[config.mk]
export PLATFORM = sky130hd
export DESIGN_NAME = seah_back
export DESIGN_NICKNAME = d
export VERILOG_FILES = /design/src/hw/rtl/seah_pkg.sv /design/src/hw/rtl/seah_back.sv
export SDC_FILE = /design/constraint.sdc
export NUM_CORES = 1
export LEC_CHECK = 0
export ABC_AREA = 1
export BUFFER_PORTS_ARGS = -buffer_cell sky130_fd_sc_hd__buf_2
export CAP_MARGIN = 5
export CELL_PAD_IN_SITES_DETAIL_PLACEMENT = 2
export CELL_PAD_IN_SITES_GLOBAL_PLACEMENT = 2
export CORE_ASPECT_RATIO = 1.1
export CORE_MARGIN = 3
export CORE_UTILIZATION = 39
export DETAILED_ROUTE_END_ITERATION = 8
export PLACE_DENSITY_LB_ADDON = 0.1
export SYNTH_ARGS = -nofsm -noshare
export SYNTH_HDL_FRONTEND = slang
export SYNTH_SLANG_ARGS = --single-unit
export TNS_END_PERCENT = 10
[constraint.sdc]
create_clock -name i_clk -period 4.9 [get_ports i_clk]
set_input_delay 0.98 -clock i_clk [delete_from_list [all_inputs] [get_ports i_clk]]
set_output_delay 0.98 -clock i_clk [all_outputs]
set_load 0.01 [all_outputs]
[src/hw/rtl/seah_pkg.sv]
// shared constants, types and state codes for the streaming seahash block
// no dependencies; imported by every module of the block
`timescale 1ns / 1ps

package seah_pkg;

    // diffusion multiplier, split into halves for the partial products
    localparam logic [63:0] SEAH_MUL    = 64'h6eed0e9da4d94a4f;
    localparam logic [31:0] SEAH_MUL_LO = SEAH_MUL[31:0];
    localparam logic [31:0] SEAH_MUL_HI = SEAH_MUL[63:32];

    // lane start values, oldest lane first
    localparam int unsigned SEAH_LANES = 4;
    localparam logic [63:0] SEAH_INIT [SEAH_LANES] = '{
        64'h16f11fe89b0d677c,
        64'hb480a793d8e6c86c,
        64'h6fe2e5aaf078ebc9,
        64'h14f994a4c5259381
    };

    // full count of bytes in one word
    localparam logic [3:0] SEAH_FULL_COUNT = 4'd8;

    // default depth of the queue between front and back
    localparam int unsigned SEAH_QUEUE_DEPTH = 4;

    // classified item as held in the queue
    typedef struct packed {
        logic [63:0] word;
        logic [3:0]  cnt;
        logic        absorb;
        logic        last;
    } t_item;

    // tag that travels with an operand through the diffuser
    typedef struct packed {
        logic       dig;
        logic [1:0] slot;
    } t_tag;

    // back end sequencing
    typedef enum logic {
        BS_RUN,
        BS_DRAIN
    } t_bstate;

endpackage

[src/hw/rtl/seah_back.sv]
// back end: lane ring, byte total, issue to the diffuser, digest output register
// depends on seah_pkg; drives seah_mix and pops seah_queue
`timescale 1ns / 1ps

module seah_back (
    input  logic            i_clk,
    input  logic            i_rst_n,
    input  logic            i_q_valid,
    input  seah_pkg::t_item i_q_item,
    output logic            o_q_pop,
    output logic            o_mix_valid,
    output logic [63:0]     o_mix_x,
    output seah_pkg::t_tag  o_mix_tag,
    input  logic            i_mix_valid,
    input  logic [63:0]     i_mix_res,
    input  seah_pkg::t_tag  i_mix_tag,
    input  logic            i_mix_busy,
    output logic            o_valid,
    output logic [63:0]     o_digest,
    input  logic            i_stall
);
    import seah_pkg::*;

    t_bstate     r_state, n_state;
    logic [63:0] r_lane [SEAH_LANES];
    logic [1:0]  r_ptr;
    logic [63:0] r_total;
    logic        r_out_valid;
    logic [63:0] r_digest;
    logic        w_absorb, w_finish;
    logic [63:0] w_fold;

    // the lane ring rotates by pointer: the oldest lane is the one at r_ptr
    assign w_fold = r_lane[0] ^ r_lane[1] ^ r_lane[2] ^ r_lane[3] ^ r_total;

    // next state
    always_comb begin
        n_state = r_state;
        unique case (r_state)
            BS_RUN: begin
                if (i_q_valid && i_q_item.last) begin
                    n_state = BS_DRAIN;
                end
            end
            BS_DRAIN: begin
                if (!i_mix_busy && !r_out_valid) begin
                    n_state = BS_RUN;
                end
            end
            default: n_state = BS_RUN;
        endcase
    end

    // state outputs
    always_comb begin
        o_q_pop  = 1'b0;
        w_absorb = 1'b0;
        w_finish = 1'b0;
        unique case (r_state)
            BS_RUN: begin
                o_q_pop  = i_q_valid;
                w_absorb = i_q_valid && i_q_item.absorb;
            end
            BS_DRAIN: begin
                w_finish = !i_mix_busy && !r_out_valid;
            end
            default: begin
                o_q_pop = 1'b0;
            end
        endcase
    end

    // diffuser issue: a lane update or the closing fold
    assign o_mix_valid   = w_absorb || w_finish;
    assign o_mix_x       = w_finish ? w_fold : (r_lane[r_ptr] ^ i_q_item.word);
    assign o_mix_tag.dig = w_finish;
    assign o_mix_tag.slot = r_ptr;

    always_ff @(posedge i_clk) begin
        if (!i_rst_n) begin
            r_state <= BS_RUN;
        end else begin
            r_state <= n_state;
        end
    end

    // lanes, pointer and total; the fold restores start values
    always_ff @(posedge i_clk) begin
        if (!i_rst_n) begin
            for (int i = 0; i < SEAH_LANES; i++) begin
                r_lane[i] <= SEAH_INIT[i];
            end
            r_ptr   <= '0;
            r_total <= '0;
        end else if (w_finish) begin
            for (int i = 0; i < SEAH_LANES; i++) begin
                r_lane[i] <= SEAH_INIT[i];
            end
            r_ptr   <= '0;
            r_total <= '0;
        end else begin
            if (i_mix_valid && !i_mix_tag.dig) begin
                r_lane[i_mix_tag.slot] <= i_mix_res;
            end
            if (w_absorb) begin
                r_ptr   <= r_ptr + 2'd1;
                r_total <= r_total + {60'd0, i_q_item.cnt};
            end
        end
    end

    // digest output register
    always_ff @(posedge i_clk) begin
        if (!i_rst_n) begin
            r_out_valid <= 1'b0;
        end else if (i_mix_valid && i_mix_tag.dig) begin
            r_out_valid <= 1'b1;
        end else if (r_out_valid && !i_stall) begin
            r_out_valid <= 1'b0;
        end
    end

    always_ff @(posedge i_clk) begin
        if (i_mix_valid && i_mix_tag.dig) begin
            r_digest <= i_mix_res;
        end
    end

    assign o_valid  = r_out_valid;
    assign o_digest = r_digest;

endmodule

==> flow_summary.ini <==
[sta]
final.min_clock_period_ns = 4.04
tightest_slew_ns = 1.06
fin_crit_sh = 0.824
skew_ns = 0.0210
slew_viol_final = 0
fin_setup_tns_ns = 0
setup_viol_count_final = 0
hold_violations = 0
max_clock_freq_ghz = 0.248
slew_headroom = 0.291
rsz0062_at_grt = false

[finish]
nets = 2733
drive_gt1_frac = 0.159
syn2layout_area_growth_pct = 17.2

[critical_path]
startpoint_type = register
reg2reg_depth = 9
crit_arrival_ns = 3.06
reg2reg_slack_ns = 1.92
cp_data_required_time_ns = 3.92
regToRegStartpoint = r_state$_SDFF_PN0_
slowest_stage = clkinv_2
cpMostUsedCell = nand2_1
r2r_end = r_lane[1][15]$_SDFFCE_PN1P_
cp_cell_sequence = clkinv_2 > buf_4 > a21oi_1 > a32o_1 > inv_1 > nand2_1 > nand2_1 > o21ai_0 > buf_2
cp_num_buf_inv = 4
cpLargestDelayFamily = buffers and inverters
cpPeakStageDelay_ns = 0.55
crit_type = register to output pin
worstPathMaxFanout = 41
end_kind = output pin

[yosys]
ys_top_cells_by_area = edfxtp_1, nand2_1, xnor2_1
synth_edf_count = 320
syn_inst = 2325
synth.distinct_cells = 40
synth.most_common_cell = nand2_1
yosys_warnings = 0
synth_common_cells = nand2_1, edfxtp_1, nor2_1, xnor2_1, inv_1
yosys_most_used_dff = edfxtp_1
syn-num-nets = 2473
synth.avg_cell_area_um2 = 8.92
synth_top_area_share = 0.464
synth-seq-cells = 390
synth_area_mm2 = 0.0207
async_flop_share = 0
synth.largest_area_cell = edfxtp_1
synth_seq_area_share = 0.531

[clock_network]
clock-sinks = 390
cts_resized = 0
clock_latency_ns = 0.59
post_cts_buffers = 0
cts_tree = built
clk_pin_slew_ns = 0.06
cts.htree.levels = 2
cts_buffer_depth = 3
cts_inserted_buffers = 46
postCtsHoldBufs = 0
clock-root-buffer = clkbuf_16

[power_and_ir_drop]
cell_internal_pwr_mw = 6.04
p_total_mw = 8.21
sequentialPowerShare = 0.460
powerDensity_mw_per_mm2 = 338
irDropWorstVdd_mv = 0.236
p_clk_frac = 0.415
p_leak_nw = 9.22
comb_power_share = 0.124
p_switching_mw = 2.17
switching_share = 0.264

[place]
place.gp.congestion = 0.841
dp_hpwl_mm = 53.2
port_buffers = 276

[drt]
wire_per_inst_um = 23.4
drt_first_pass_iters = 5
vias = 17800
viasPerCell = 5.39
ant_nets = 0
routed_wirelength_mm = 77.0
dr.first_iter.drc_count = 937
drc = 0

[global_route]
overflow = 0
grt_max_degree = 129
grt_pass1_wl_mm = 117
antenna_found_initial = 2
grt_pass1_vias = 20100
grt_use_total = 0.276

[min_path]
hold_start = r_ptr[0]$_SDFFE_PP0P_
hold_depth = 1
min_path_type = register to register

[floorplanning]
rows = 88
dieArea_mm2 = 0.0560
fp.dieW_um = 226
ios = 277
core_region_area_mm2 = 0.0525
initial_core_util = 0.395
die_h_um = 248

[run]
maxCapViolCount = 0

[outcome]
status = finished clean
==> cell usage in the layout (no fill, tap or decap), drive strengths merged <==
cell      netlist  final
nand2         635    635
edfxtp        320    320
nor2          316    316
buf            56    302
xnor2         240    240
inv           186    184
nand3         125    125
a21oi          98     98
dfxtp          70     70
o21ai          67     67
clkbuf         34     58
and3           29     29
o31ai          28     28
a32o           27     27
nand4          25     25
clkinv          1     24
xor2           19     19
nor3           15     15
and2           14     14
a31oi           5      5
ha              4      4
nand3b          3      3
bufinv          0      3
clkinvlp        0      2
or2             2      2
diode           0      1
nor4            1      1
o21a            1      1
o21bai          1      1
nor3b           1      1
a211oi          1      1
fa              1      1
==> kinds of logic after synthesis <==
group                      Yosys count  share of synthesized area
buffers and inverters              277                     0.0542
AOI/OAI and AO/OA                  228                     0.0656
adders and majority gates            5                    0.00338
xor gates and xnor gates           259                      0.109
and+or+nand+nor                   1166                      0.236
DFF                                390                      0.531
==> worst reg2reg max path, delay by kind of cell (launching register included) <==
kind                   cells  cell delay, ns
buffers and inverters      4            0.79
flip-flops                 1            0.36
AND/OR/NAND/NOR            5            1.51
==> registers in the layout, indices dropped and copies added (netlist names), named ones only <==
name	flops
o_valid	1
r_lane	256
r_ptr	2
o_digest	64
r_state	1
r_total	64
==> cell type report <==
cell class                      count  area (um^2)
Inverter                          187          707
Sequential cell                   390        11000
Clock inverter                     26          208
Timing Repair Buffer              302         1640
Fill cell                        5768        28200
Clock buffer                       58         1260
Antenna cell                        1         2.50
Tap cell                          675          845
Multi-Input combinational cell   1658         8630
==> how the worst max path moves through the flow <==
stage	start	end	cells past startpoint
2_1_floorplan	i_mix_busy	r_lane[3][0]$_SDFFCE_PN1P_	8
3_3_place_gp	i_mix_busy	r_lane[1][20]$_SDFFCE_PN0P_	9
3_5_place_dp	i_mix_busy	r_lane[1][19]$_SDFFCE_PN0P_	9
4_1_cts	register	o_mix_x[25]	9
5_1_grt	register	o_mix_x[25]	9
6_report	register	o_mix_x[25]	9
==> power groups by stage <==
stage / combinational, mW / sequential [mW] / clock, mW
2_1_floorplan: 0.566 / 3.86 / 0
3_3_place_gp: 0.977 / 3.84 / 0
3_5_place_dp: 1.02 / 3.85 / 0
4_1_cts: 1.04 / 3.78 / 3.46
5_1_grt: 1.13 / 3.79 / 3.57
6_report: 1.02 / 3.78 / 3.41
==> through the flow <==
stage / utilization / setup WS, ns / cells / instance area (um^2) / hold slack, ns
final: 0.463 / 0.864 / 3297 / 24300 / 0.493
after global routing: 0.463 / 0.675 / 3296 / 24300 / 0.525
after CTS: 0.463 / 0.831 / 3296 / 24300 / 0.490
after detailed placement: 0.435 / 1.31 / 3212 / 22800 / 0.483
after global placement: 0.435 / 1.40 / 3212 / 22800 / 0.471
after floorplan: - / 1.33 / 2325 / 20700 / 0.466
==> routing by layer <==
layer / GRT usage / vias to the layer above / share of wire
li1: - / 8164 / -
met1: 0.334 / 9116 / 0.41
met2: 0.504 / 361 / 0.52
met3: 0.0363 / 132 / 0.041
met4: 0.0925 / 2 / 0.031
met5: 0 / - / 0.00017
Note: power is estimated with default switching activity, not from simulation.
