File: src/hw/rtl/seah_pkg.sv
// shared constants, types and state codes for the streaming seahash block
// no dependencies; imported by every module of the block
`timescale 1ns / 1ps

package seah_pkg;

    // diffusion multiplier, split into halves for the partial products
    localparam logic [63:0] SEAH_MUL    = 64'h6eed0e9da4d94a4f;
    localparam logic [31:0] SEAH_MUL_LO = SEAH_MUL[31:0];
    localparam logic [31:0] SEAH_MUL_HI = SEAH_MUL[63:32];

    // lane start values, oldest lane first
    localparam int unsigned SEAH_LANES = 4;
    localparam logic [63:0] SEAH_INIT [SEAH_LANES] = '{
        64'h16f11fe89b0d677c,
        64'hb480a793d8e6c86c,
        64'h6fe2e5aaf078ebc9,
        64'h14f994a4c5259381
    };

    // full count of bytes in one word
    localparam logic [3:0] SEAH_FULL_COUNT = 4'd8;

    // default depth of the queue between front and back
    localparam int unsigned SEAH_QUEUE_DEPTH = 4;

    // classified item as held in the queue
    typedef struct packed {
        logic [63:0] word;
        logic [3:0]  cnt;
        logic        absorb;
        logic        last;
    } t_item;

    // tag that travels with an operand through the diffuser
    typedef struct packed {
        logic       dig;
        logic [1:0] slot;
    } t_tag;

    // back end sequencing
    typedef enum logic {
        BS_RUN,
        BS_DRAIN
    } t_bstate;

endpackage

File: src/hw/rtl/seah_queue.sv
// short queue of classified items between front and back
// depends on seah_pkg
`timescale 1ns / 1ps

module seah_queue #(
    parameter int unsigned DEPTH = seah_pkg::SEAH_QUEUE_DEPTH
) (
    input  logic            i_clk,
    input  logic            i_rst_n,
    input  logic            i_push,
    input  seah_pkg::t_item i_item,
    output logic            o_full,
    input  logic            i_pop,
    output logic            o_valid,
    output seah_pkg::t_item o_item
);
    import seah_pkg::*;

    localparam int unsigned PW = (DEPTH > 1) ? $clog2(DEPTH) : 1;
    localparam int unsigned CW = $clog2(DEPTH + 1);
    localparam logic [PW-1:0] LAST_IDX = PW'(DEPTH - 1);
    localparam logic [CW-1:0] FULL_CNT = CW'(DEPTH);

    t_item         r_mem [DEPTH];
    logic [PW-1:0] r_wr, n_wr;
    logic [PW-1:0] r_rd, n_rd;
    logic [CW-1:0] r_cnt, n_cnt;
    logic          w_push, w_pop;

    assign o_full  = (r_cnt == FULL_CNT);
    assign o_valid = (r_cnt != '0);
    assign o_item  = r_mem[r_rd];
    assign w_push  = i_push && !o_full;
    assign w_pop   = i_pop && o_valid;

    // pointer and fill count update
    always_comb begin
        n_wr  = r_wr;
        n_rd  = r_rd;
        n_cnt = r_cnt;
        if (w_push) begin
            n_wr = (r_wr == LAST_IDX) ? '0 : r_wr + PW'(1);
        end
        if (w_pop) begin
            n_rd = (r_rd == LAST_IDX) ? '0 : r_rd + PW'(1);
        end
        if (w_push && !w_pop) begin
            n_cnt = r_cnt + CW'(1);
        end else if (w_pop && !w_push) begin
            n_cnt = r_cnt - CW'(1);
        end
    end

    always_ff @(posedge i_clk) begin
        if (!i_rst_n) begin
            r_wr  <= '0;
            r_rd  <= '0;
            r_cnt <= '0;
        end else begin
            r_wr  <= n_wr;
            r_rd  <= n_rd;
            r_cnt <= n_cnt;
        end
    end

    // item storage
    always_ff @(posedge i_clk) begin
        if (w_push) begin
            r_mem[r_wr] <= i_item;
        end
    end

endmodule

File: config.mk
export PLATFORM = sky130hd
export DESIGN_NAME = seah_queue
export DESIGN_NICKNAME = d
export VERILOG_FILES = /design/src/hw/rtl/seah_pkg.sv /design/src/hw/rtl/seah_queue.sv
export SDC_FILE = /design/constraint.sdc
export NUM_CORES = 1
export LEC_CHECK = 0
export BUFFER_PORTS_ARGS = -buffer_cell sky130_fd_sc_hd__buf_2
export CAP_MARGIN = 30
export CELL_PAD_IN_SITES_DETAIL_PLACEMENT = 0
export CELL_PAD_IN_SITES_GLOBAL_PLACEMENT = 2
export CORE_UTILIZATION = 32
export CTS_BUF_LIST = sky130_fd_sc_hd__clkbuf_8
export DETAILED_ROUTE_END_ITERATION = 10
export PLACE_DENSITY_LB_ADDON = 0.2
export SLEW_MARGIN = 20
export SYNTH_ARGS = -nofsm -noshare
export SYNTH_HDL_FRONTEND = slang
export SYNTH_SLANG_ARGS = --single-unit
export TNS_END_PERCENT = 1
File: constraint.sdc
create_clock -name i_clk -period 7.4 [get_ports i_clk]
set_input_delay 1.85 -clock i_clk [delete_from_list [all_inputs] [get_ports i_clk]]
set_output_delay 1.85 -clock i_clk [all_outputs]
set_load 0.1 [all_outputs]
==> results of run 1 <==
==> state kept, by name, indices dropped and copies added (netlist names), named ones only <==
name	cells
r_rd	2
r_cnt	3
r_mem	280
r_wr	2
==> routing by layer <==
metal / wire, um / GRT usage [%] / vias to the layer above / share of wire (%)
li1: - / - / 2160 / -
met1: 8870 / 16.0 / 2512 / 43
met2: 10200 / 20.9 / 144 / 49
met3: 1230 / 3.34 / 33 / 5.9
met4: 397 / 4.33 / 0 / 1.9
met5: 0 / 0 / - / 0
==> logic make-up after synthesis <==
group                      Yosys count  share of synthesized area (%)
DFF                                289                           80.6
muxes                               73                           15.1
buffers and inverters               21                           1.97
and+or+nand+nor                     20                           1.02
adders and majority gates            7                          0.892
AOI/OAI and AO/OA                    5                          0.282
xor gates and xnor gates             2                          0.164
==> worst max path at each step <==
stage          depth (start not counted)  startpoint            to  slack (ns)
5_1_grt                                3        flop    o_item[42]        2.65
3_3_place_gp                           3        flop    o_item[42]        2.89
6_report                               3        flop     o_item[1]        2.89
4_1_cts                                3        flop     o_item[1]        2.74
3_5_place_dp                           4      i_push  r_mem[0][48]        3.11
2_1_floorplan                          3      i_push   r_mem[0][0]        3.18
==> area by class of cell <==
class / count / area, um^2
Clock buffer: 51 / 702
Clock inverter: 43 / 234
Fill cell: 2974 / 19800
Inverter: 3 / 11.3
Multi-Input combinational cell: 107 / 1870
Sequential cell: 289 / 8600
Tap cell: 442 / 553
Timing Repair Buffer: 153 / 831
==> cell usage after synthesis <==
master / number
fa_1: 1
nand3_1: 2
a21boi_0: 1
or3_1: 2
buf_6: 1
xor2_1: 1
nand2_1: 6
clkbuf_1: 1
o21ai_0: 3
xnor2_1: 1
nor3b_2: 1
nor2b_1: 2
buf_2: 8
nor2_1: 2
o31ai_1: 1
buf_12: 7
ha_1: 6
mux2i_1: 3
edfxtp_1: 280
and2_1: 5
inv_1: 3
dfxtp_1: 9
mux4_2: 70
buf_1: 1
==> power groups by stage <==
stage	registers [mW]	logic [mW]	clock network (mW)
finish	2.08	2.14	1.32
global route	2.11	2.23	1.44
CTS	2.09	2.17	1.37
detailed placement	2.13	2.17	0
global placement	2.17	2.09	0
floorplan	2.07	1.92	0
==> tightest hold or removal path: cells and delay by family, from the launching register on <==
kind / cells / cell delay, ns
flip-flops: 1 / 0.31
AND/OR/NAND/NOR: 1 / 0.07
AO/OA/AOI/OAI: 1 / 0.08
==> impl_results.md, run 1 <==
* Post-Syn Area at 10700 um^2
* Power Internal at 3.16 mW
* DRC at 0
* FMAX at 222 MHz
* Top-Level Pins at 146
* R2R depth at 4
* Pwr Total at 5.54 mW
* Synth Instances at 417
* Largest net degree at the start of global routing at 51
* Final HPWL DP at 12300 um
* Final worst slack at 2.89 ns
* Fin util at 39.2%
* # rows at 66
* Worst slew pin tran at 0.815 ns
* VDD IR max at 0.257 mV
* Hold Fails Final Rpt at 0
* Fraction of layout cells with a size suffix above 1 at 45.2%
* RD Place Congestion at 0.666
* H-tree levels at 2
* Max Cap Violations at 0
* Final min period at 4.51 ns
* Switching Share at 43.0%
* CORE AREA at 32600 um^2
* First-pass GRT wire length at 31800 um
* CTS Buf Count at 50
* FF+latch count, synth at 289
* CTS tree: done
* Hold crit path type: flop to flop
* Worst flop-to-flop path endpoint: r_mem[0][13]
* Worst EP required at 5.55 ns
* TritonCTS Sinks at 289
* GRT overflow at 0
* Ratio of final minimum period to clock period at 60.9%
* Commonest non-fill, non-tap cell in the layout: edfxtp_1
* Netlist cell types at 24
* Final setup violation count at 0
* Vias per cell at 4.46
* Area Overhead vs Synth at 20.1%
* CP top delay family: buffers and inverters
* Initial DRC Count at 234
* Comb pwr share at 38.6%
* Antenna cells at 0
* Setup TNS at 0 ns
* RSZ-0062 raised after global routing: false
* Most frequent cells in the layout: edfxtp_1, buf_2, mux4_2, clkbuf_8, inv_1
* Worst R2R Start: r_cnt[0]
* Crit Path Class: flop to output pin
* Placed cell count at 994
* Post-route cell area at 12800 um^2
* Crit path capture type: output pin
* Yosys top cell area share at 78.9%
* Worst-path fanout max at 24
* Pleak at 4.34 nW
* Final non-filler cell total at 1088
* CTS Root Cell: clkbuf_8
* Crit-path slowest cell: dfxtp_4
* Cell breakdown of the critical path: buf_4 -> mux4_2 -> buf_2
* Wire per inst at 19.0 um
* Pre-CTS setup slack at 3.11 ns
* Number of hold buffers added after CTS at 0
* Hold_ws at 0.509 ns
* Outcome: completed
* Register share of total power at 37.6%
* Die W at 184 um
* Skew-Pair Late Insertion Delay at 0.57 ns
* Vias in the first global route at 5538
* Worst clock skew at 0.0232 ns
* Hold depth at 2
* Final #Nets at 685
* # port buffers at 145
* Die ar. at 34000 um^2
* Worst-path clk slew at 0.05 ns
* R2R setup slack at 4.65 ns
* Total Wirelength at 20700 um
* P_sw at 2.39 mW
* Critical path arrival at 2.66 ns
* Max Slew Vio Count at 0
* Gr usage total at 12.6%
* DR vias at 4849
* Detailed Routing Iterations Pass 1 at 4
* Ys Warns at 0
* Net count after synthesis at 498
* Slew HR at 45.6%
* Synth area leaders: edfxtp_1, mux4_2, dfxtp_1, buf_12, ha_1
* Hold_sp: r_rd[1]
* Yosys top cell by area: edfxtp_1
* Initial antenna violation count at 0
* Register area share after synthesis at 80.6%
* WP buf/inv at 2
* Post-route ant nets at 0
* Syn Area/Cell at 25.6 um^2
* Dpl cell area at 11900 um^2
* Die Y at 184 um
* Cts repair resizes at 0
* CTS max path bufs at 3
* Pwr/cell area at 433 nW/um^2
* CP peak stage delay at 0.70 ns
* Post-CTS Setup Bufs at 0
* Initial Utilization at 32.7%
* Clock power frac at 23.8%
* Kind of start point of the critical path: flop
Note: power is estimated with default switching activity, not from simulation.
==> run 2, diff against run 1 <==
--- a/config.mk
+++ b/config.mk
@@ -5,6 +5,7 @@
 export SDC_FILE = /design/constraint.sdc
 export NUM_CORES = 1
 export LEC_CHECK = 0
+export ABC_AREA = 1
 export BUFFER_PORTS_ARGS = -buffer_cell sky130_fd_sc_hd__buf_2
 export CAP_MARGIN = 30
 export CELL_PAD_IN_SITES_DETAIL_PLACEMENT = 0
==> constraint.sdc (replaced) <==
create_clock -name i_clk -period 4.34 [get_ports i_clk]
set_input_delay 1.085 -clock i_clk [delete_from_list [all_inputs] [get_ports i_clk]]
set_output_delay 1.085 -clock i_clk [all_outputs]
set_load 0.1 [all_outputs]
==> run 2 against run 1 <==
  * Worst hold slack got worse by 0.0035 ns
  * Critical path depth rose by 1
  * Wire length rose by 26%
  * First-iteration DRC count rose by 34%
  * Clock skew fell by 0.0035 ns
  * Area after synthesis rose by 7.4%
  * Sequential cell count did not move
  * Register-to-register slack got worse by 2.6 ns
  * Cell count rose by 30%
  * Cell area rose by 6.1%
  * Sequential share of layout area fell by 3.9 points
  * Non-clock buffer count rose by 9
  * Critical endpoint is now o_item[21]
  * Highest routed layer is now met5
==> impl_results.md, run 2 <==
* Kind of start point of the critical path: flop
* Crit Path Class: flop to output pin
* Worst-path clk slew at 0.06 ns (about the same)
* Sequential cell area at 8590 um^2 (about the same)
* Yosys top cell by area: edfxtp_1
* R2R depth at 5 (+1)
* Top flop regs: r_mem x280, r_cnt x3
* Top Layer Used: met5
* Max Slew Vio Count at 0 (unchanged)
* Initial antenna violation count at 4 (+4)
* Largest register by flop count: r_mem
* Top-Level Pins at 146 (unchanged)
* Worst slew pin tran at 0.705 ns (-0.111 ns)
* Total Wirelength at 26000 um (+26%)
* Post-CTS Setup Bufs at 0 (unchanged)
* Final setup violation count at 0 (unchanged)
* Gr usage total at 14.2% (+1.6 points)
* Synth Instances at 747 (+79%)
* Largest register FFs at 280 (unchanged)
* Worst-path fanout max at 33 (+38%)
* Multi-input logic area at 2500 um^2 (+34%)
* Die ar. at 36500 um^2 (+7.3%)
* Skew-Pair Late Insertion Delay at 0.55 ns (-0.02 ns)
* Worst EP required at 3.25 ns (-2.30 ns)
* Die Y at 191 um (+3.6%)
* Detailed Routing Iterations Pass 1 at 4 (unchanged)
* Number of hold buffers added after CTS at 0 (unchanged)
* R2R setup slack at 2.07 ns (-2.58 ns)
* WL met2 at 12300 um (+21%)
* Vias per cell at 4.64 (+4.2%)
* # rows at 68 (+3.0%)
* Main synth FF type: edfxtp_1
* Worst clock skew at 0.0197 ns (-0.00352 ns)
* Ratio of final minimum period to clock period at 86.0%
* DRC at 0 (unchanged)
* Post-route cell area at 13600 um^2 (+6.1%)
* RSZ-0062 raised after global routing: false
* Ys Warns at 0 (unchanged)
* Hold crit path type: flop to flop
* Outcome: completed
* Wire per inst at 18.4 um (-3.2%)
* Most common cell in the synthesized netlist: edfxtp_1
* Synth area leaders: edfxtp_1, o21ai_0, o22ai_2, nor2_4, nor2_1
* Worst R2R Start: r_cnt[1]
* Netlist cell types at 21 (-13%)
* Net count after synthesis at 828 (+66%)
* Area Overhead vs Synth at 18.6%
* Critical path arrival at 2.65 ns (about the same)
* CTS tree: done
* Initial DRC Count at 314 (+34%)
* Hold depth at 2 (unchanged)
* # port buffers at 145 (unchanged)
* FMAX at 268 MHz
* Layout fillers at 3363 (+13%)
* Syn Area/Cell at 15.3 um^2 (-40%)
* Ys async rst share at 0% (unchanged)
* Commonest non-fill, non-tap cell in the layout: edfxtp_1
* Cts repair resizes at 0 (unchanged)
* First-pass GRT wire length at 39000 um (+22%)
* Post-Syn Area at 11400 um^2 (+7.4%)
* Hold_sp: r_cnt[0]
* Vias in the first global route at 6642 (+20%)
* Initial Utilization at 32.8% (+0.14 points)
* TritonCTS Sinks at 289 (unchanged)
* Max Cap Violations at 0 (unchanged)
* Yosys top cell area share at 73.5% (-5.4 points)
* GRT overflow at 0 (unchanged)
* CTS Root Cell: clkbuf_8
* Final #Nets at 997 (+46%)
* RD Place Congestion at 0.673 (+1.1%)
* CTS max path bufs at 3 (unchanged)
* Routed metal-1 wire length at 11500 um (+30%)
* Post-synth EDFFs at 280 (unchanged)
* Post-route ant nets at 0 (unchanged)
* Final min period at 3.73 ns
* CTS Buf Count at 49 (-2.0%)
* Slew HR at 53.0% (+7.4 points)
* Register area share after synthesis at 75.0% (-5.6 points)
* H-tree levels at 2 (unchanged)
* Final HPWL DP at 14600 um (+19%)
* Most frequent cells in the layout: edfxtp_1, buf_2, o21ai_0, nor2_1, clkbuf_8
* DR vias at 6562 (+35%)
* FF+latch count, synth at 289 (unchanged)
* Die W at 191 um (+3.6%)
* Crit path capture type: output pin
* Met3 wire len at 1530 um (+25%)
* Fraction of layout cells with a size suffix above 1 at 32.8% (-12 points)
* Most frequent cells after synthesis: edfxtp_1, nor2_1, o21ai_0, nor2_4, o22ai_2
* Hold Crit Endpoint: r_cnt[0]
* CORE AREA at 34900 um^2 (+6.9%)
* Dpl cell area at 12600 um^2 (+6.6%)
* Largest net degree at the start of global routing at 123 (+140%)
* Worst flop-to-flop path endpoint: r_mem[1][63]
* Hold Fails Final Rpt at 0 (unchanged)
-- run 2: changes by cell type after synthesis, sizes merged, moves of 6 or more --
cell    previous run  this run
buf               17        23
clkbuf             1        21
inv                3        18
mux4              70         0
nand2              6        15
nor2               2       155
o21ai              3       142
o22ai              0        70
-- run 2: critical path, cell delays in order, from the launching register on --
cell	delay [ns]
dfxtp_2	0.79
buf_4	0.40
o21ai_0	0.13
o22ai_1	0.29
buf_2	0.49
-- run 2: worst max path at each step --
stage | startpoint | endpoint | slack, ns | depth (start not counted)
floorplan | i_push | r_mem[0][0] | -0.28 | 2
global placement | flop | o_item[21] | 1.07 | 4
detailed placement | flop | o_item[21] | 1.06 | 4
CTS | flop | o_item[21] | 0.44 | 4
global route | flop | o_item[21] | 0.35 | 4
finish | flop | o_item[21] | 0.61 | 4
-- run 2: cell type report --
| type | count | share of cell area [%] |
|---|---|---|
| sequential | 289 | 63.3 |
| multi-input combinational | 396 | 18.4 |
| timing repair buffer | 162 | 6.65 |
| clock buffer | 55 | 5.58 |
| tap | 455 | 4.19 |
| clock inverter | 37 | 1.31 |
| inverter | 18 | 0.535 |
| antenna | 1 | 0.0184 |
-- run 2: cells by family after synthesis --
logic type / after synthesis / synth area share [%]
AOI/OAI and AO/OA: 215 / 12.4
adders and majority gates: 7 / 0.831
buffers and inverters: 62 / 3.37
DFF: 289 / 75.0
and+or+nand+nor: 174 / 8.41
-- run 2: layer usage --
layer  vias up  track usage [%]
met4         6             4.61
met1      3212             18.5
li1       3143                -
met2       147             23.1
met5         -                0
met3        54             3.64
-- run 2: metrics by stage --
step / setup WS (ns) / setup TNS [ns] / cells / hold slack [ns] / utilization [%]
finish: 0.606 / 0 / 1413 / 0.506 / 38.9
global route: 0.346 / 0 / 1412 / 0.540 / 38.9
CTS: 0.440 / 0 / 1412 / 0.512 / 38.9
detailed placement: 1.06 / 0 / 1320 / 0.503 / 36.2
global placement: 1.07 / 0 / 1320 / 0.500 / 36.2
floorplan: -0.280 / -78.53 / 747 / 0.480 / -
Power of run 2 is not shown: default switching activity piles up to over one toggle a cycle in this logic, so the estimate is an artifact.
