File: src/hw/rtl/seah_pkg.sv
// shared constants, types and state codes for the streaming seahash block
// no dependencies; imported by every module of the block
`timescale 1ns / 1ps

package seah_pkg;

    // diffusion multiplier, split into halves for the partial products
    localparam logic [63:0] SEAH_MUL    = 64'h6eed0e9da4d94a4f;
    localparam logic [31:0] SEAH_MUL_LO = SEAH_MUL[31:0];
    localparam logic [31:0] SEAH_MUL_HI = SEAH_MUL[63:32];

    // lane start values, oldest lane first
    localparam int unsigned SEAH_LANES = 4;
    localparam logic [63:0] SEAH_INIT [SEAH_LANES] = '{
        64'h16f11fe89b0d677c,
        64'hb480a793d8e6c86c,
        64'h6fe2e5aaf078ebc9,
        64'h14f994a4c5259381
    };

    // full count of bytes in one word
    localparam logic [3:0] SEAH_FULL_COUNT = 4'd8;

    // default depth of the queue between front and back
    localparam int unsigned SEAH_QUEUE_DEPTH = 4;

    // classified item as held in the queue
    typedef struct packed {
        logic [63:0] word;
        logic [3:0]  cnt;
        logic        absorb;
        logic        last;
    } t_item;

    // tag that travels with an operand through the diffuser
    typedef struct packed {
        logic       dig;
        logic [1:0] slot;
    } t_tag;

    // back end sequencing
    typedef enum logic {
        BS_RUN,
        BS_DRAIN
    } t_bstate;

endpackage

File: src/hw/rtl/seah_front.sv
// front end: takes input items, saturates the count, masks unused bytes, classifies
// depends on seah_pkg; feeds seah_queue
`timescale 1ns / 1ps

module seah_front (
    input  logic            i_valid,
    input  logic [63:0]     i_word,
    input  logic [3:0]      i_byte_count,
    input  logic            i_last,
    input  logic            i_q_full,
    output logic            o_stall,
    output logic            o_push,
    output seah_pkg::t_item o_item
);
    import seah_pkg::*;

    logic [3:0]  w_cnt;
    logic [63:0] w_mask;

    // counts above a full word count as a full word
    assign w_cnt = (i_byte_count > SEAH_FULL_COUNT) ? SEAH_FULL_COUNT : i_byte_count;

    // keep byte lanes below the count
    always_comb begin
        for (int i = 0; i < 8; i++) begin
            w_mask[i*8 +: 8] = (4'(i) < w_cnt) ? 8'hff : 8'h00;
        end
    end

    // accept whenever the queue has room
    assign o_stall = i_q_full;
    assign o_push  = i_valid && !i_q_full;

    assign o_item.word   = i_word & w_mask;
    assign o_item.cnt    = w_cnt;
    assign o_item.absorb = (w_cnt != 4'd0);
    assign o_item.last   = i_last;

endmodule

File: config.mk
export PLATFORM = sky130hd
export DESIGN_NAME = seah_front
export DESIGN_NICKNAME = d
export VERILOG_FILES = /design/src/hw/rtl/seah_pkg.sv /design/src/hw/rtl/seah_front.sv
export SDC_FILE = /design/constraint.sdc
export NUM_CORES = 1
export LEC_CHECK = 0
export ABC_CLOCK_PERIOD_IN_PS = 1300
export BUFFER_PORTS_ARGS = -buffer_cell sky130_fd_sc_hd__clkbuf_2
export CAP_MARGIN = 15
export CORE_MARGIN = 4
export CORE_UTILIZATION = 22
export DETAILED_ROUTE_END_ITERATION = 8
export GPL_TIMING_DRIVEN = 0
export PLACE_DENSITY = 0.85
export SYNTH_ARGS = -nofsm -noshare
export SYNTH_HDL_FRONTEND = slang
export SYNTH_SLANG_ARGS = --single-unit
export TNS_END_PERCENT = 100
File: constraint.sdc
create_clock -name vclk -period 1.3
set_input_delay 0.13 -clock vclk [all_inputs]
set_output_delay 0.13 -clock vclk [all_outputs]
set_load 0.005 [all_outputs]
==> results of run 1 <==
-- layer usage --
| metal | up-vias | track usage [%] |
|---|---|---|
| met5 | - | 0 |
| met4 | 0 | 0 |
| met3 | 0 | 3.563 |
| met2 | 80 | 29.35 |
| met1 | 428 | 16.80 |
| li1 | 540 | - |
-- per-stage QoR --
| stage | setup WS [ps] | cell area (µm²) |
|---|---|---|
| floorplan | 264.7 | 541.8 |
| global placement | -32.97 | 1282 |
| detailed placement | -35.95 | 1282 |
| CTS | -36.09 | 1282 |
| global route | 5.280 | 1294 |
| finish | 117.7 | 1294 |
-- logic make-up (layout without fill, tap and decap cells) --
group	Yosys count	count (layout)
AO/OA/AOI/OAI	12	12
buffers and inverters	7	148
AND/OR/NAND/NOR	63	63
-- cell type report --
class	count	area, µm²
Multi-Input combinational cell	75	515.5
Tap cell	28	35.03
Timing Repair Buffer	141	705.7
Buffer	5	30.03
Inverter	2	7.507
Fill cell	220	982.2
-- final timing paths --
check | from | end | slack (ps) | cells past startpoint
setup / recovery | i_byte_count[2] | o_item[46] | 120 | 4
hold / removal | i_last | o_item[0] | 440 | 2
-- power by group through the flow --
| stage | Clock (mW) | Combinational (mW) | Sequential, mW |
|---|---|---|---|
| finish | 0 | 0.399 | 0 |
| global route | 0 | 0.444 | 0 |
| CTS | 0 | 0.403 | 0 |
| detailed placement | 0 | 0.402 | 0 |
| global placement | 0 | 0.397 | 0 |
| floorplan | 0 | 0.152 | 0 |
-- timing repair --
item	4_1_cts	5_1_grt
gates resized for setup	0	4
pin swaps	0	1
endpoints found under the hold margin	0	0
hold buffers	0	0
gates cloned	0	0
endpoints found under the setup margin	16	24
-- Yosys cell counts --
library cell	count	area share (%)
and2b_1	8	11
nor2b_1	44	51
o21ai_0	1	0.92
a211oi_2	1	2.3
a21oi_1	1	0.92
a21boi_0	8	11
inv_1	2	1.4
nor4_4	1	3.9
and2_1	8	9.2
clkbuf_1	2	1.4
nor3_1	1	0.92
a31oi_1	1	1.2
nor2_1	1	0.69
buf_4	3	4.2
==> summary.md, run 1 <==
| Metric | Value |
|---|---|
| Status | `finished, final reports clean` |
| Fin crit share | `approximately nine tenths` |
| Placement Rows | `17` |
| Setup bufs post-CTS | `0` |
| P_leak | `0.8135 nW` |
| CP arrival | `1050 ps` |
| # IOs | `143` |
| Slew HR | `a little under two thirds` |
| First-pass GRT wire length | `4195 µm` |
| CLK BUF | `0` |
| Adder-cell share of the synthesized area | `0%` |
| Layout Cells excl Fill | `251` |
| Die X-Extent | `57.63 µm` |
| Max Cap Viol | `0` |
| WL met2 | `about 1500 µm` |
| Die area | `3321 µm²` |
| P_int | `roughly 0.23 mW` |
| RSZ-0062 raised after global routing | `no` |
| WL per Instance | `11.40 µm` |
| Starting Density | `between 20% and 30%` |
| # port buffers | `141` |
| Hold/Removal Path Class | `primary input to primary output` |
| Core footprint | `approximately 2300 µm²` |
| Cell Pwr Density | `308.1 nW/µm²` |
| Worst Path Buf+Inv | `2` |
| Most frequent cells in the layout | `clkbuf_2, nor2b_1, and2b_1, a21boi_0, and2_1` |
| Synth warn | `0` |
| Placed insts | `around 250` |
| HPWL after DPL | `2630 µm` |
| Worst EP required | `1170 ps` |
| Top cell by count, worst path | `clkbuf_2` |
| Iteration-0 DRC Markers | `18` |
| Wire length on met1 | `around 940 µm` |
| Peak VDD IR | `0.1809 mV` |
| Max Freq | `between 0.8 and 0.9 GHz` |
| Xor/xnor share of the synthesized area | `0%` |
| Num sequential | `0` |
| Synth Area in Compound Gates | `16.40%` |
| Vias | `1048` |
| Total track usage | `14.84%` |
| Seq/Total Area, Yosys | `0%` |
| Detail Route met3 WL | `431 µm` |
| Via density | `4.175` |
| Share of layout cells above drive strength 1 | `around 66%` |
| Worst hold margin | `436.7 ps` |
| DR top layer | `met3` |
| Top Family by Delay on Critical Path | `compound AO/OA/AOI/OAI gates` |
| Sw Pwr | `0.1680 mW` |
| # DRC | `0` |
| Gate Count Post-Synth | `between 80 and 90` |
| CP endpoint kind | `primary output` |
| Minimum clock period | `1182 ps` |
| Final hold vios | `0` |
| Critical path class | `primary input to primary output` |
| Simple-gate share of the synthesized area | `around three quarters` |
| Syn_nets | `153` |
| Largest family of logic cells by synthesized area | `simple AND/OR/NAND/NOR gates` |
| Largest net degree at the start of global routing | `11` |
| Die Y | `57.63 µm` |
| Routed Wire Length | `roughly 2900 µm` |
| Most common cell after layout, fill and taps aside | `clkbuf_2` |
| Layout area overhead | `138.8%` |
| Sequential cell area | `0 µm²` |
| Setup TNS | `0 ps` |
| Pwr Total | `roughly 0.4 mW` |
| Synth cell types | `14` |
| Drt pass-1 iters | `4` |
| Final antenna diode count | `0` |
| Worst Tran Pin Value | `544.9 ps` |
| Detail Route Antenna Nets | `0` |
| Gate power share | `100.0%` |
| RD Place Congestion | `0.7011` |
| CP max stage delay | `~500 ps` |
| Clk pwr share | `0%` |
| Initial antenna violation count | `0` |
| CP max-delay cell | `a21oi_1` |
| Startpoint types | `primary input` |
| Switch share | `42.14%` |
| Grt total ovfl | `0` |
| Syn Area/Cell | `6.607 µm²` |
| Nets | `about 300` |
| Cell Chain, Critical Path | `clkbuf_2, a21oi_1, nor2b_1, clkbuf_2` |
| Critical-path maximum fanout | `8` |
| Flop pwr share | `0%` |
| Core Util, Final | `56.84%` |
| Vias in the first global route | `922` |
| Post-synthesis mux area share | `0%` |
| Final slew viol count | `0` |
| Final setup violating endpoints | `0` |
| Mapped Area | `541.8 µm²` |
Note: power is estimated with default switching activity, not from simulation.
==> run 2: changes to the inputs <==
CELL_PAD_IN_SITES_DETAIL_PLACEMENT = 1   (was not set)
CELL_PAD_IN_SITES_GLOBAL_PLACEMENT = 2   (was not set)
CORE_UTILIZATION = 10   (was 22)
PLACE_DENSITY = not set   (was 0.85)
PLACE_DENSITY_LB_ADDON = 0.1   (was not set)
==> summary.md, run 2 (synthesized netlist as in run 1, its figures left out) <==
| Metric | Value |
|---|---|
| Startpoint types | `primary input` |
| Critical-path maximum fanout | `8 (unchanged)` |
| Most common cell after layout, fill and taps aside | `clkbuf_2` |
| Minimum clock period | `1214 ps (+31.30 ps)` |
| Fin crit share | `93.35% (+2.4 points)` |
| Sequential cell area | `0 µm² (unchanged)` |
| Vias | `1096 (+4.6%)` |
| Hold/Removal Path Class | `primary input to primary output` |
| Die Y | `81.61 µm (+42%)` |
| First-pass GRT wire length | `5188 µm (+24%)` |
| Final slew viol count | `0 (unchanged)` |
| Routed Wire Length | `3561 µm (+24%)` |
| Pwr Total | `0.4103 mW (+2.9%)` |
| Final antenna diode count | `0 (unchanged)` |
| # port buffers | `141 (unchanged)` |
| # IOs | `143 (unchanged)` |
| Detail Route Antenna Nets | `0 (unchanged)` |
| Worst Tran Pin Value | `510.5 ps (-34.40 ps)` |
| Share of layout cells above drive strength 1 | `67.26% (+0.90 points)` |
| WL per Instance | `12.15 µm (+6.6%)` |
| RSZ-0062 raised after global routing | `yes` |
| # DRC | `0 (unchanged)` |
| Placement Rows | `26 (+9)` |
| Max Cap Viol | `0 (unchanged)` |
| Grt total ovfl | `0 (unchanged)` |
| Die area | `6659 µm² (+100%)` |
| Slew HR | `65.90% (+2.2 points)` |
| Initial antenna violation count | `0 (unchanged)` |
| Cell Pwr Density | `303.1 nW/µm² (-1.6%)` |
| Final setup violating endpoints | `0 (unchanged)` |
| Final hold vios | `0 (unchanged)` |
| Layout area overhead | `149.9%` |
| Iteration-0 DRC Markers | `31 (+13)` |
| Status | `finished, final reports clean` |
| Fillcell total | `715 (+230%)` |
| Starting Density | `10.47% (-13 points)` |
| CLK BUF | `0 (unchanged)` |
| Total track usage | `9.450% (-5.4 points)` |
| RD Place Congestion | `0.7330 (+4.5%)` |
| Critical path class | `primary input to primary output` |
| Largest net degree at the start of global routing | `11 (unchanged)` |
| Drt pass-1 iters | `4 (unchanged)` |
| Die X-Extent | `81.61 µm (+42%)` |
| HPWL after DPL | `3373 µm (+28%)` |
| Nets | `296 (unchanged)` |
| Worst hold margin | `433.6 ps (-3.130 ps)` |
| Area of the multi-input gates | `523.0 µm² (+1.5%)` |
| CP arrival | `1080 ps (+30 ps)` |
| CP endpoint kind | `primary output` |
| Most frequent cells in the layout | `clkbuf_2, nor2b_1, and2b_1, a21boi_0, and2_1` |
| Num sequential | `0 (unchanged)` |
| Vias in the first global route | `1141 (+24%)` |
| P_leak | `0.8149 nW (+0.17%)` |
| Worst EP required | `1170 ps (about the same)` |
| Max Freq | `0.8240 GHz (-2.6%)` |
| Via density | `3.741 (-10%)` |
| Core footprint | `5172 µm² (+130%)` |
| Peak VDD IR | `0.07243 mV (-60%)` |
run 2: per-stage QoR:
stage / worst slack (ps) / setup TNS (ps) / instances / instance area (µm²) / util, %
after floorplan: 264.7 / 0 / 82 / 541.8 / -
after global placement: -59.28 / -696.1 / 293 / 1335 / 25.81
after detailed placement: -150.8 / -2035 / 293 / 1335 / 25.81
after CTS: 70.91 / 0 / 293 / 1346 / 26.03
after global routing: -23.11 / -131.0 / 293 / 1354 / 26.17
final: 86.44 / 0 / 293 / 1354 / 26.17
run 2: area by class of cell:
class / instances / share of cell area, %
timing repair buffer: 141 / 52.13
multi-input combinational: 75 / 38.63
tap: 70 / 6.469
buffer: 5 / 2.218
inverter: 2 / 0.5545
run 2: timing repair:
item,in CTS,in global routing
resized for setup,3,2
hold buffers,0,0
pin swaps,0,1
endpoints found under the setup margin,23,18
buffers inserted,0,0
run 2: report_power, final:
group / total (mW) / internal, mW / switching (mW) / leakage (nW)
combinational: 0.410 / 0.232 / 0.178 / 0.815
sequential: 0 / 0 / 0 / 0
clock: 0 / 0 / 0 / 0
total: 0.410 / 0.232 / 0.178 / 0.815
run 2: path summary, 6_finish.rpt:
check / start / slack (ps) / to / depth (start not counted)
worst max-delay path: i_byte_count[1] / 90 / o_item[22] / 4
worst min-delay path: i_last / 430 / o_item[0] / 2
run 2: worst max-delay path: stages:
cell      delay, ps
clkbuf_2        190
a211oi_2        520
nor2b_1         100
clkbuf_2        140
run 2: per-layer routing:
layer | wire length, µm | up-vias | track usage, %
met5 | 0 | - | 0
met1 | 1136 | 478 | 9.870
met3 | 439 | 2 | 1.206
met4 | 27 | 0 | 0.6645
met2 | 1959 | 76 | 20.28
li1 | - | 540 | -
==> run 3: changes to the inputs <==
CORE_MARGIN = not set   (was 4)
==> summary.md, run 3 (synthesized netlist as in run 1, its figures left out) <==
| Metric | Value |
|---|---|
| Max Freq | `0.8379 GHz (+1.7%)` |
| # IOs | `143 (unchanged)` |
| Worst Hold Depth | `2 (unchanged)` |
| Top cell by count, worst path | `clkbuf_2` |
| Layout Cells excl Fill | `293 (unchanged)` |
| Cell Pwr Density | `297.1 nW/µm² (-2.0%)` |
| # port buffers | `141 (unchanged)` |
| Pwr Total | `0.4011 mW (-2.3%)` |
| GR Util met1 | `7.565% (-2.3 points)` |
| Iteration-0 DRC Markers | `6 (-81%)` |
| Sw Pwr | `0.1698 mW (-4.8%)` |
| Gr busiest metal | `met2` |
| Hold/Removal Path Class | `primary input to primary output` |
| HPWL after DPL | `2951 µm (-13%)` |
| Nets | `296 (unchanged)` |
| Worst EP required | `1170 ps (about the same)` |
| Placement Rows | `26 (unchanged)` |
| Worst Path Buf+Inv | `2 (unchanged)` |
| Vias | `1099 (+0.27%)` |
| P_leak | `0.8139 nW (-0.13%)` |
| Most frequent cells in the layout | `clkbuf_2, nor2b_1, and2b_1, a21boi_0, and2_1` |
| CP endpoint kind | `primary output` |
| # DRC | `0 (unchanged)` |
| Worst Tran Pin Value | `475.8 ps (-34.77 ps)` |
| Layout area overhead | `149.2%` |
| Share of layout cells above drive strength 1 | `66.82% (-0.45 points)` |
| Clk pwr share | `0% (unchanged)` |
| P_int | `0.2313 mW (-0.30%)` |
| Sequential cell area | `0 µm² (unchanged)` |
| Detail Route Antenna Nets | `0 (unchanged)` |
| Total track usage | `8.823% (-0.63 points)` |
| Final hold vios | `0 (unchanged)` |
| Cell area after layout | `1350 µm² (-0.28%)` |
| Setup bufs post-CTS | `0 (unchanged)` |
| RSZ-0062 raised after global routing | `no` |
| Final antenna diode count | `0 (unchanged)` |
| CLK BUF | `0 (unchanged)` |
| Fin crit share | `91.80% (-1.5 points)` |
| Core footprint | `5172 µm² (unchanged)` |
| Critical-path maximum fanout | `8 (unchanged)` |
| Largest net degree at the start of global routing | `11 (unchanged)` |
| Status | `finished, final reports clean` |
| Starting Density | `10.47% (unchanged)` |
| Hold Crit Start | `i_last` |
| Peak VDD IR | `0.08330 mV (+15%)` |
| CP arrival | `1060 ps (-20 ps)` |
| First-pass GRT wire length | `4071 µm (-22%)` |
| Most common cell after layout, fill and taps aside | `clkbuf_2` |
| Met2 Use GR | `21.43% (+1.2 points)` |
| CP max-delay cell | `a31oi_2` |
| Startpoint types | `primary input` |
| Routed Wire Length | `3043 µm (-15%)` |
| Die area | `5716 µm² (-14%)` |
| M3 GR Usage | `1.058% (-0.15 points)` |
| Gate power share | `100.0% (about the same)` |
| Crit path from | `i_byte_count[2]` |
| Via density | `3.751 (+0.27%)` |
| Cell Chain, Critical Path | `clkbuf_2, a31oi_2, and2b_1, clkbuf_2` |
| Die X-Extent | `75.61 µm (-7.4%)` |
| RD Place Congestion | `0.7063 (-3.6%)` |
| Final slew viol count | `0 (unchanged)` |
| Switch share | `42.33% (-1.1 points)` |
| Die Y | `75.61 µm (-7.4%)` |
| Minimum clock period | `1193 ps (-20.11 ps)` |
| Vias in the first global route | `1002 (-12%)` |
| WHS Endpoint | `o_item[0]` |
| Top Family by Delay on Critical Path | `compound AO/OA/AOI/OAI gates` |
| Flop pwr share | `0% (unchanged)` |
| Max Cap Viol | `0 (unchanged)` |
| Placed insts | `293 (unchanged)` |
| Slew HR | `68.22% (+2.3 points)` |
| WL per Instance | `10.39 µm (-15%)` |
| Grt total ovfl | `0 (unchanged)` |
| Initial antenna violation count | `0 (unchanged)` |
| Drt pass-1 iters | `4 (unchanged)` |
| CP max stage delay | `420 ps (-100 ps)` |
| Critical path class | `primary input to primary output` |
| Placed Instance Area | `1335 µm² (unchanged)` |
| Num sequential | `0 (unchanged)` |
| Worst hold margin | `431.8 ps (-1.751 ps)` |
| Final setup violating endpoints | `0 (unchanged)` |
[run 3: what timing repair did]
item	CTS	global route
endpoints found under the setup margin	16	25
pin swaps	0	0
gates cloned	0	0
resized for setup	0	4
hold buffers	0	0
[run 3: worst max path at each step]
stage / endpoint / cells past startpoint
after floorplan: o_item[15] / 3
after global placement: o_item[60] / 4
after detailed placement: o_item[60] / 4
after CTS: o_item[60] / 4
after global routing: o_item[60] / 4
final: o_item[60] / 4
[run 3: metrics by stage]
stage | util, % | worst slack, ps | setup TNS (ps)
after CTS | 25.81 | -93.31 | -597.8
after floorplan | - | 264.7 | 0
after global placement | 25.81 | -38.13 | -49.54
after global routing | 26.10 | 28.35 | 0
final | 26.10 | 106.5 | 0
after detailed placement | 25.81 | -93.11 | -563.8
[run 3: cell type report]
cell class                 instances  area [µm²]
timing repair buffer             141       705.7
multi-input combinational         75       519.2
tap                               70       87.58
fill                             702        3822
inverter                           2       7.507
buffer                             5       30.03
[run 3: layer usage]
metal | part of all wire [%] | up-vias
met5 | 0 | -
met4 | 0 | 0
met3 | 9.9 | 0
met2 | 59 | 74
met1 | 31 | 483
li1 | - | 542
[run 3: power by group through the flow]
stage               clock [mW]  sequential (mW)  combinational, mW
CTS                          0                0              0.408
global route                 0                0              0.454
floorplan                    0                0              0.152
detailed placement           0                0              0.407
finish                       0                0              0.401
global placement             0                0              0.400
